<file path="config.mk">
export PLATFORM = sky130hd
export DESIGN_NAME = adc_scan_burst_oversampler_top
export DESIGN_NICKNAME = d
export VERILOG_FILES = /design/src/rtl/core/asbo_pkg.sv /design/src/rtl/core/asbo_front.sv /design/src/rtl/core/asbo_fifo.sv /design/src/rtl/core/asbo_back.sv /design/src/rtl/core/adc_scan_burst_oversampler_top.sv
export SDC_FILE = /design/constraint.sdc
export NUM_CORES = 2
export LEC_CHECK = 0
export ABC_AREA = 1
export BUFFER_PORTS_ARGS = -buffer_cell sky130_fd_sc_hd__buf_4
export CAP_MARGIN = 20
export CORE_MARGIN = 1
export CORE_UTILIZATION = 50
export DETAILED_ROUTE_END_ITERATION = 10
export PLACE_DENSITY = 0.66
export SLEW_MARGIN = 5
export SYNTH_ARGS = -nofsm -noshare
export SYNTH_HDL_FRONTEND = slang
export SYNTH_SLANG_ARGS = --single-unit
</file>
<file path="constraint.sdc">
create_clock -name clk -period 6.7 [get_ports clk]
set_input_delay 0.67 -clock clk [delete_from_list [all_inputs] [get_ports clk]]
set_output_delay 0.67 -clock clk [all_outputs]
set_load 0.01 [all_outputs]
</file>
<file path="src/rtl/core/asbo_pkg.sv">
package asbo_pkg;

    localparam int BURST_SAMPLES = 16;
    localparam int DISCARD_COUNT = 1;
    localparam int NUM_CHANNELS  = 14;
    localparam int NUM_SLOTS     = 17;

    localparam int RAW_W     = 12;
    localparam int SCALED_W  = 16;
    localparam int SLOT_W    = 5;
    localparam int CH_W      = 4;
    localparam int BCNT_W    = 7;
    localparam int ACC_W     = 22;
    localparam int BSUM_W    = 21;
    localparam int BLKCNT_W  = 9;
    localparam int SCALE_SHIFT = 4;
    localparam int BLOCK_LEN = 256;

    localparam logic [CH_W-1:0] CURRENT_CH = 4'd3;

    localparam logic [CH_W-1:0] SLOT_CHANNEL [NUM_SLOTS] = '{
        4'd0, 4'd1, 4'd2, 4'd3, 4'd4, 4'd5, 4'd6, 4'd3, 4'd7,
        4'd8, 4'd9, 4'd3, 4'd10, 4'd11, 4'd12, 4'd13, 4'd3
    };

    localparam logic SLOT_TRIGGER [NUM_SLOTS] = '{
        1'b0, 1'b0, 1'b0, 1'b1, 1'b0, 1'b0, 1'b0, 1'b1, 1'b0,
        1'b0, 1'b0, 1'b1, 1'b0, 1'b0, 1'b0, 1'b0, 1'b1
    };

    typedef struct packed {
        logic [SLOT_W-1:0]   slot_index;
        logic [CH_W-1:0]     channel_id;
        logic                sample_kept;
        logic [RAW_W-1:0]    adc_code;
        logic                burst_done;
        logic [15:0]         fast_value;
        logic [ACC_W-1:0]    burst_total;
        logic                loop_trigger;
        logic                round_done;
        logic [SLOT_W-1:0]   next_slot;
    } item_t;

    typedef struct packed {
        logic [SLOT_W-1:0]   slot_index;
        logic [CH_W-1:0]     channel_id;
        logic                sample_kept;
        logic                slow_valid;
        logic [15:0]         slow_value;
        logic                burst_done;
        logic [15:0]         fast_value;
        logic [ACC_W-1:0]    burst_total;
        logic                loop_trigger;
        logic                round_done;
        logic [SLOT_W-1:0]   next_slot;
    } result_t;

endpackage

</file>
<file path="src/rtl/core/asbo_front.sv">
module asbo_front
    import asbo_pkg::*;
(
    input  logic             clk,
    input  logic             rst_n,
    input  logic             in_valid,
    output logic             in_ready,
    input  logic [RAW_W-1:0] adc_code,
    output logic             push,
    output item_t            push_item,
    input  logic             push_ready
);

    logic [SLOT_W-1:0] slot_ptr_reg, slot_ptr_next;
    logic [BCNT_W-1:0] bcnt_reg, bcnt_next;
    logic [ACC_W-1:0]  acc_reg, acc_next;

    logic [SLOT_W-1:0] slot;
    logic [SLOT_W-1:0] slot_inc;
    logic [BCNT_W-1:0] bcnt_inc;
    logic [ACC_W-1:0]  acc_add;
    logic [ACC_W:0]    fast_num;
    logic [ACC_W:0]    fast_quo;
    logic [SCALED_W-1:0] scaled;
    logic              kept;
    logic              done;

    assign in_ready = push_ready;
    assign push     = in_valid && push_ready;

    always_comb
    begin
        slot     = (slot_ptr_reg < SLOT_W'(NUM_SLOTS)) ? slot_ptr_reg : '0;
        scaled   = {adc_code, {SCALE_SHIFT{1'b0}}};
        kept     = (bcnt_reg >= BCNT_W'(DISCARD_COUNT));
        acc_add  = kept ? (acc_reg + ACC_W'(scaled)) : acc_reg;
        bcnt_inc = bcnt_reg + 1'b1;
        done     = (bcnt_inc >= BCNT_W'(BURST_SAMPLES + DISCARD_COUNT));
        fast_num = {1'b0, acc_add} + (ACC_W+1)'(BURST_SAMPLES / 2);
        fast_quo = fast_num / (ACC_W+1)'(BURST_SAMPLES);
        slot_inc = (slot == SLOT_W'(NUM_SLOTS - 1)) ? '0 : slot + 1'b1;

        push_item.slot_index   = slot;
        push_item.channel_id   = SLOT_CHANNEL[slot];
        push_item.sample_kept  = kept;
        push_item.adc_code     = adc_code;
        push_item.burst_done   = done;
        push_item.fast_value   = done ? fast_quo[15:0] : '0;
        push_item.burst_total  = done ? acc_add : '0;
        push_item.loop_trigger = done && SLOT_TRIGGER[slot];
        push_item.round_done   = done && (slot_inc == '0);
        push_item.next_slot    = done ? slot_inc : slot;

        slot_ptr_next = slot_ptr_reg;
        bcnt_next     = bcnt_reg;
        acc_next      = acc_reg;
        if (push)
        begin
            if (done)
            begin
                slot_ptr_next = slot_inc;
                bcnt_next     = '0;
                acc_next      = '0;
            end
            else
            begin
                bcnt_next = bcnt_inc;
                acc_next  = acc_add;
            end
        end
    end

    always_ff @(posedge clk or negedge rst_n)
    begin
        if (!rst_n)
        begin
            slot_ptr_reg <= '0;
            bcnt_reg     <= '0;
            acc_reg      <= '0;
        end
        else
        begin
            slot_ptr_reg <= slot_ptr_next;
            bcnt_reg     <= bcnt_next;
            acc_reg      <= acc_next;
        end
    end

endmodule

</file>
<file path="src/rtl/core/asbo_fifo.sv">
module asbo_fifo
    import asbo_pkg::*;
(
    input  logic  clk,
    input  logic  rst_n,
    input  logic  wr_valid,
    output logic  wr_ready,
    input  item_t wr_item,
    output logic  rd_valid,
    input  logic  rd_pop,
    output item_t rd_item
);

    item_t      mem_reg [2];
    logic       wr_ptr_reg, wr_ptr_next;
    logic       rd_ptr_reg, rd_ptr_next;
    logic [1:0] count_reg, count_next;
    logic       do_wr;
    logic       do_rd;

    assign wr_ready = (count_reg != 2'd2);
    assign rd_valid = (count_reg != 2'd0);
    assign rd_item  = mem_reg[rd_ptr_reg];
    assign do_wr    = wr_valid && wr_ready;
    assign do_rd    = rd_pop && rd_valid;

    always_comb
    begin
        wr_ptr_next = do_wr ? ~wr_ptr_reg : wr_ptr_reg;
        rd_ptr_next = do_rd ? ~rd_ptr_reg : rd_ptr_reg;
        count_next  = count_reg + {1'b0, do_wr} - {1'b0, do_rd};
    end

    always_ff @(posedge clk)
    begin
        if (do_wr)
        begin
            mem_reg[wr_ptr_reg] <= wr_item;
        end
    end

    always_ff @(posedge clk or negedge rst_n)
    begin
        if (!rst_n)
        begin
            wr_ptr_reg <= 1'b0;
            rd_ptr_reg <= 1'b0;
            count_reg  <= '0;
        end
        else
        begin
            wr_ptr_reg <= wr_ptr_next;
            rd_ptr_reg <= rd_ptr_next;
            count_reg  <= count_next;
        end
    end

endmodule

</file>
<file path="src/rtl/core/asbo_back.sv">
module asbo_back
    import asbo_pkg::*;
(
    input  logic    clk,
    input  logic    rst_n,
    input  logic    item_valid,
    output logic    item_pop,
    input  item_t   item,
    output logic    out_valid,
    input  logic    out_ready,
    output result_t result
);

    logic [BSUM_W-1:0]   bsum_reg [NUM_CHANNELS];
    logic [BLKCNT_W-1:0] bcnt_reg [NUM_CHANNELS];
    logic [15:0]         slow_reg [NUM_CHANNELS];
    logic                valid_reg, valid_next;
    result_t             result_reg, result_next;

    logic [BSUM_W-1:0]   sum_new;
    logic [BLKCNT_W-1:0] cnt_new;
    logic [BSUM_W:0]     sum_round;
    logic [15:0]         slow_new;
    logic [SCALED_W-1:0] scaled;
    logic                seed;
    logic                block_end;
    logic [CH_W-1:0]     ch;

    assign item_pop  = item_valid && (!valid_reg || out_ready);
    assign out_valid = valid_reg;
    assign result    = result_reg;

    always_comb
    begin
        ch        = item.channel_id;
        scaled    = {item.adc_code, {SCALE_SHIFT{1'b0}}};
        sum_new   = bsum_reg[ch] + BSUM_W'(item.adc_code);
        cnt_new   = bcnt_reg[ch] + 1'b1;
        sum_round = {1'b0, sum_new} + (BSUM_W+1)'(1 << (SCALE_SHIFT - 1));
        seed      = item.sample_kept && (cnt_new == BLKCNT_W'(1)) && (slow_reg[ch] == '0);
        block_end = item.sample_kept && (cnt_new >= BLKCNT_W'(BLOCK_LEN));

        slow_new = slow_reg[ch];
        if (seed)
        begin
            slow_new = scaled;
        end
        if (block_end)
        begin
            slow_new = sum_round[SCALE_SHIFT +: 16];
        end

        result_next.slot_index   = item.slot_index;
        result_next.channel_id   = ch;
        result_next.sample_kept  = item.sample_kept;
        result_next.slow_valid   = seed || block_end;
        result_next.slow_value   = slow_new;
        result_next.burst_done   = item.burst_done;
        result_next.fast_value   = item.fast_value;
        result_next.burst_total  = item.burst_total;
        result_next.loop_trigger = item.loop_trigger;
        result_next.round_done   = item.round_done;
        result_next.next_slot    = item.next_slot;

        valid_next = valid_reg;
        if (item_pop)
        begin
            valid_next = 1'b1;
        end
        else if (out_ready)
        begin
            valid_next = 1'b0;
        end
    end

    always_ff @(posedge clk)
    begin
        if (item_pop)
        begin
            result_reg <= result_next;
        end
    end

    always_ff @(posedge clk or negedge rst_n)
    begin
        if (!rst_n)
        begin
            valid_reg <= 1'b0;
            for (int i = 0; i < NUM_CHANNELS; i++)
            begin
                bsum_reg[i] <= '0;
                bcnt_reg[i] <= '0;
                slow_reg[i] <= '0;
            end
        end
        else
        begin
            valid_reg <= valid_next;
            if (item_pop && item.sample_kept)
            begin
                bsum_reg[ch] <= block_end ? '0 : sum_new;
                bcnt_reg[ch] <= block_end ? '0 : cnt_new;
                slow_reg[ch] <= slow_new;
            end
        end
    end

endmodule

</file>
<file path="src/rtl/core/adc_scan_burst_oversampler_top.sv">
// Path: an accepted transaction is stored in the queue, then registered at the output.
// Throughput: one transaction per cycle while the queue is not full; a two-entry queue
// separates burst sequencing from the per-channel read-modify-write of the block sums.
// Reset: rst_n asynchronous, active low; clears scan position, burst state,
// all per-channel block sums, counts and slow results, and both queue and output valid.
module adc_scan_burst_oversampler_top
    import asbo_pkg::*;
(
    input  logic              clk,
    input  logic              rst_n,
    input  logic              in_valid,
    output logic              in_ready,
    input  logic [RAW_W-1:0]  adc_code,
    output logic              out_valid,
    input  logic              out_ready,
    output logic [SLOT_W-1:0] slot_index,
    output logic [CH_W-1:0]   channel_id,
    output logic              sample_kept,
    output logic              slow_valid,
    output logic [15:0]       slow_value,
    output logic              burst_done,
    output logic [15:0]       fast_value,
    output logic [ACC_W-1:0]  burst_total,
    output logic              loop_trigger,
    output logic              round_done,
    output logic [SLOT_W-1:0] next_slot
);

    logic    push;
    logic    push_ready;
    item_t   push_item;
    logic    q_valid;
    logic    q_pop;
    item_t   q_item;
    result_t result;

    asbo_front u_front (
        .clk        (clk),
        .rst_n      (rst_n),
        .in_valid   (in_valid),
        .in_ready   (in_ready),
        .adc_code   (adc_code),
        .push       (push),
        .push_item  (push_item),
        .push_ready (push_ready)
    );

    asbo_fifo u_fifo (
        .clk      (clk),
        .rst_n    (rst_n),
        .wr_valid (push),
        .wr_ready (push_ready),
        .wr_item  (push_item),
        .rd_valid (q_valid),
        .rd_pop   (q_pop),
        .rd_item  (q_item)
    );

    asbo_back u_back (
        .clk        (clk),
        .rst_n      (rst_n),
        .item_valid (q_valid),
        .item_pop   (q_pop),
        .item       (q_item),
        .out_valid  (out_valid),
        .out_ready  (out_ready),
        .result     (result)
    );

    assign slot_index   = result.slot_index;
    assign channel_id   = result.channel_id;
    assign sample_kept  = result.sample_kept;
    assign slow_valid   = result.slow_valid;
    assign slow_value   = result.slow_value;
    assign burst_done   = result.burst_done;
    assign fast_value   = result.fast_value;
    assign burst_total  = result.burst_total;
    assign loop_trigger = result.loop_trigger;
    assign round_done   = result.round_done;
    assign next_slot    = result.next_slot;

`ifndef SYNTH
    a_round_needs_done: assert property (@(posedge clk) disable iff (!rst_n)
        out_valid && round_done |-> burst_done && next_slot == '0)
        else $error("round_done without completed burst to slot zero");

    a_slot_holds: assert property (@(posedge clk) disable iff (!rst_n)
        out_valid && !burst_done |-> next_slot == slot_index)
        else $error("slot advanced mid-burst");

    a_trigger_current: assert property (@(posedge clk) disable iff (!rst_n)
        out_valid && loop_trigger |-> burst_done && channel_id == CURRENT_CH)
        else $error("loop_trigger outside current-sense burst end");

    a_slow_needs_kept: assert property (@(posedge clk) disable iff (!rst_n)
        out_valid && slow_valid |-> sample_kept)
        else $error("slow_valid on discarded sample");
`endif

endmodule
</file>
==> flow_metrics.py <==
metrics = {
    "run_status": {
        "outcome": "finished, final reports clean",
    },
    "timing": {
        "slew_viol_final": 0,
        "fin_crit_ns": 6.04,
        "tns_ns": 0,
        "maxSlewHeadroom": 0.208,
        "fmax_ghz": 0.166,
        "final-hold-violation-count": 0,
        "rsz0062_at_grt": "false",
        "tightest_slew_ns": 1.19,
        "period_share": 0.901,
        "skew_ns": 0.0380,
        "setup_viol": 0,
    },
    "synth": {
        "synth_area_leaders": "dfrtp_1, nand2_1, edfxtp_1",
        "synth_top_family_by_area": "simple AND/OR/NAND/NOR gates",
        "synth-compound-area-share": 0.0914,
        "yosys-mux-area-fraction": 0,
        "synthFlopType": "dfrtp_1",
        "synth_enable_flop_cells": 200,
        "synthSimpleGateAreaFrac": 0.274,
        "avgSynthCellArea_um2": 8.17,
        "synth_fa_ha_area_frac": 0.0123,
        "syn_inst": 5010,
        "async_reset_ff_frac": 0.769,
        "ys_ff_latch": 865,
        "yosysSeqAreaShare": 0.554,
        "yosysWarnings": 0,
        "synth_xor_area_frac": 0.00535,
        "synth.top_cell.area_share": 0.407,
        "synth_cell_types": 51,
        "syn_area_um2": 40900,
        "yosysTopAreaCell": "dfrtp_1",
    },
    "worst_setup_path": {
        "r2r_slack_ns": 0.66,
        "worstPathArrival_ns": 6.31,
        "critPathMaxFanout": 58,
        "start_kind": "flop",
        "worstSetupPathType": "reg2reg",
        "crit_path_end_kind": "flop",
        "worstPathRequired_ns": 6.97,
    },
    "cts": {
        "root_buffer": "clkbuf_16",
        "htreeDepth": 3,
        "cts_repair_resize_count": 0,
        "clkSinkCount": 865,
        "numCtsBuffers": 93,
        "postCtsSetupRepairBufs": 0,
        "cts_hold_buf": 0,
        "clk_pin_slew_ns": 0.06,
        "clock_latency_ns": 0.67,
        "cts_max_path_buffers": 3,
        "cts_tree": "done",
    },
    "grt": {
        "grt_usage": 0.293,
        "overflow": 0,
        "antenna_found_initial": 0,
        "grt_max_degree": 167,
        "grt_pass1_wl_um": 188000,
        "grt_pass1_vias": 32200,
    },
    "layout": {
        "synthToLayoutAreaGrowth_pct": 10.7,
        "final_nets": 5015,
        "antenna_cells": 0,
        "layout-drive-gt1-share": 0.0794,
        "final_cells": 6095,
        "largest_reg_flops": 280,
        "final_core_util": 0.560,
    },
    "hold_path": {
        "holdCritPathClass": "in2async",
    },
    "routing": {
        "final_antenna_net_count": 0,
        "drc": 0,
        "dr.pass1.iters": 8,
        "num_vias": 33700,
        "vias_per_cell": 5.52,
        "routedWlPerCell_um": 19.7,
        "drt-initial-drc-count": 3535,
        "finalWirelength_um": 120000,
    },
    "die": {
        "chipWidth_um": 288,
        "dieHeight_um": 288,
        "num_rows": 104,
        "initial_core_util": 0.506,
        "dieArea_um2": 83000,
        "core_area_um2": 80800,
        "ioPinCount": 91,
    },
    "flow_run": {
        "cap_violations": 0,
    },
    "placement": {
        "placed_cells": 5923,
        "numPortBuffers": 90,
        "place_congestion": 0.966,
        "hpwl_um": 71100,
    },
}
final timing paths:
path | start | endpoint | depth (start not counted)
hold reg to reg | u_back.slow_reg[194]$_DFFE_PN0P_ | u_back.slow_reg[194]$_DFFE_PN0P_ | 2
hold / removal | rst_n | u_back.bcnt_reg[93]$_DFFE_PN0P_ | 1
max in group asynchronous | rst_n | u_back.slow_reg[103]$_DFFE_PN0P_ | 2
min in group clk | out_ready | u_back.out_valid$_DFFE_PN0P_ | 2
setup reg to reg | u_fifo.rd_ptr_reg$_DFFE_PN0P_ | u_back.result[57]$_DFFE_PP_ | 25
setup / recovery | u_fifo.rd_ptr_reg$_DFFE_PN0P_ | u_back.result[57]$_DFFE_PP_ | 25
per-stage QoR:
step | hold WS, ns | instance area, µm² | setup WS, ns
finish | 0.0907 | 45300 | 0.661
floorplan | 0.374 | 40900 | 0.550
CTS | 0.118 | 45200 | 0.744
detailed placement | 0.465 | 42100 | 0.754
global route | 0.148 | 45300 | 0.236
global placement | 0.451 | 42100 | 0.929
placed cells by master, fill, tap and decap left out, types with 20 or more instances in the layout:
cell type | netlist | final
nand3_1 | 250 | 250
edfxtp_1 | 200 | 200
nand2_1 | 2173 | 2173
clkbuf_16 | 0 | 94
inv_2 | 6 | 20
inv_1 | 274 | 266
o21ai_0 | 501 | 501
ha_1 | 37 | 37
o22ai_1 | 42 | 42
a21oi_1 | 40 | 39
buf_4 | 33 | 167
nor3_1 | 40 | 40
clkbuf_1 | 187 | 25
dfrtp_1 | 665 | 664
nor2_1 | 232 | 218
clkbuf_8 | 0 | 20
cell usage after synthesis, types with 16 or more instances:
cell type	number
o221ai_1	17
nand4_1	18
nor3_1	40
ha_1	37
dfrtp_1	665
inv_1	274
buf_6	16
nand2_1	2173
o21ai_1	19
o21ai_0	501
buf_2	68
clkbuf_1	187
buf_4	33
a21oi_1	40
nand3_1	250
edfxtp_1	200
o22ai_1	42
xor2_1	19
nor2_1	232
layer usage:
layer,vias up,share of wire,GRT usage
li1,15900,-,-
met1,16100,0.43,0.407
met2,1354,0.45,0.462
met3,249,0.080,0.0479
met4,0,0.037,0.112
met5,-,0,0
kinds of logic (layout without fill, tap and decap cells):
group	count (synthesis)	in the layout
other	1	2
AND/OR/NAND/NOR	2788	2788
buffers and inverters	607	631
AO/OA/AOI/OAI	685	685
XOR/XNOR	25	25
adder cells (fa/ha/maj)	39	39
flip-flops	865	865
layout make-up:
type / instances / area (µm²)
clock buffer: 139 / 2720
clock inverter: 31 / 380
fill: 7351 / 35500
inverter: 288 / 1080
multi-input combinational: 3539 / 15700
sequential: 865 / 22600
tap: 1060 / 1330
timing repair buffer: 173 / 1370
critical path, cell delays in order (launching register included):
cell and delay (ns):
dfrtp_2 0.51, inv_2 0.18, nand2_2 0.22, nand2_4 0.17, buf_4 0.63, nor2_1 0.08
o21ai_0 0.17, o221ai_1 0.13, a221oi_1 0.33, ha_1 0.25, inv_1 0.06, fa_1 0.40
inv_1 0.10, nand3_1 0.07, nand3_1 0.14, xor2_1 0.29, ha_1 0.24, nand3_1 0.09
nor2_1 0.22, nand4_1 0.17, nor2_1 0.16, nand3_1 0.15, nor2_2 0.23, inv_2 0.05
o211ai_1 0.17, nand2_1 0.42
Power is not shown: default switching activity piles up to over one toggle a cycle in this logic, so the estimate is an artifact.
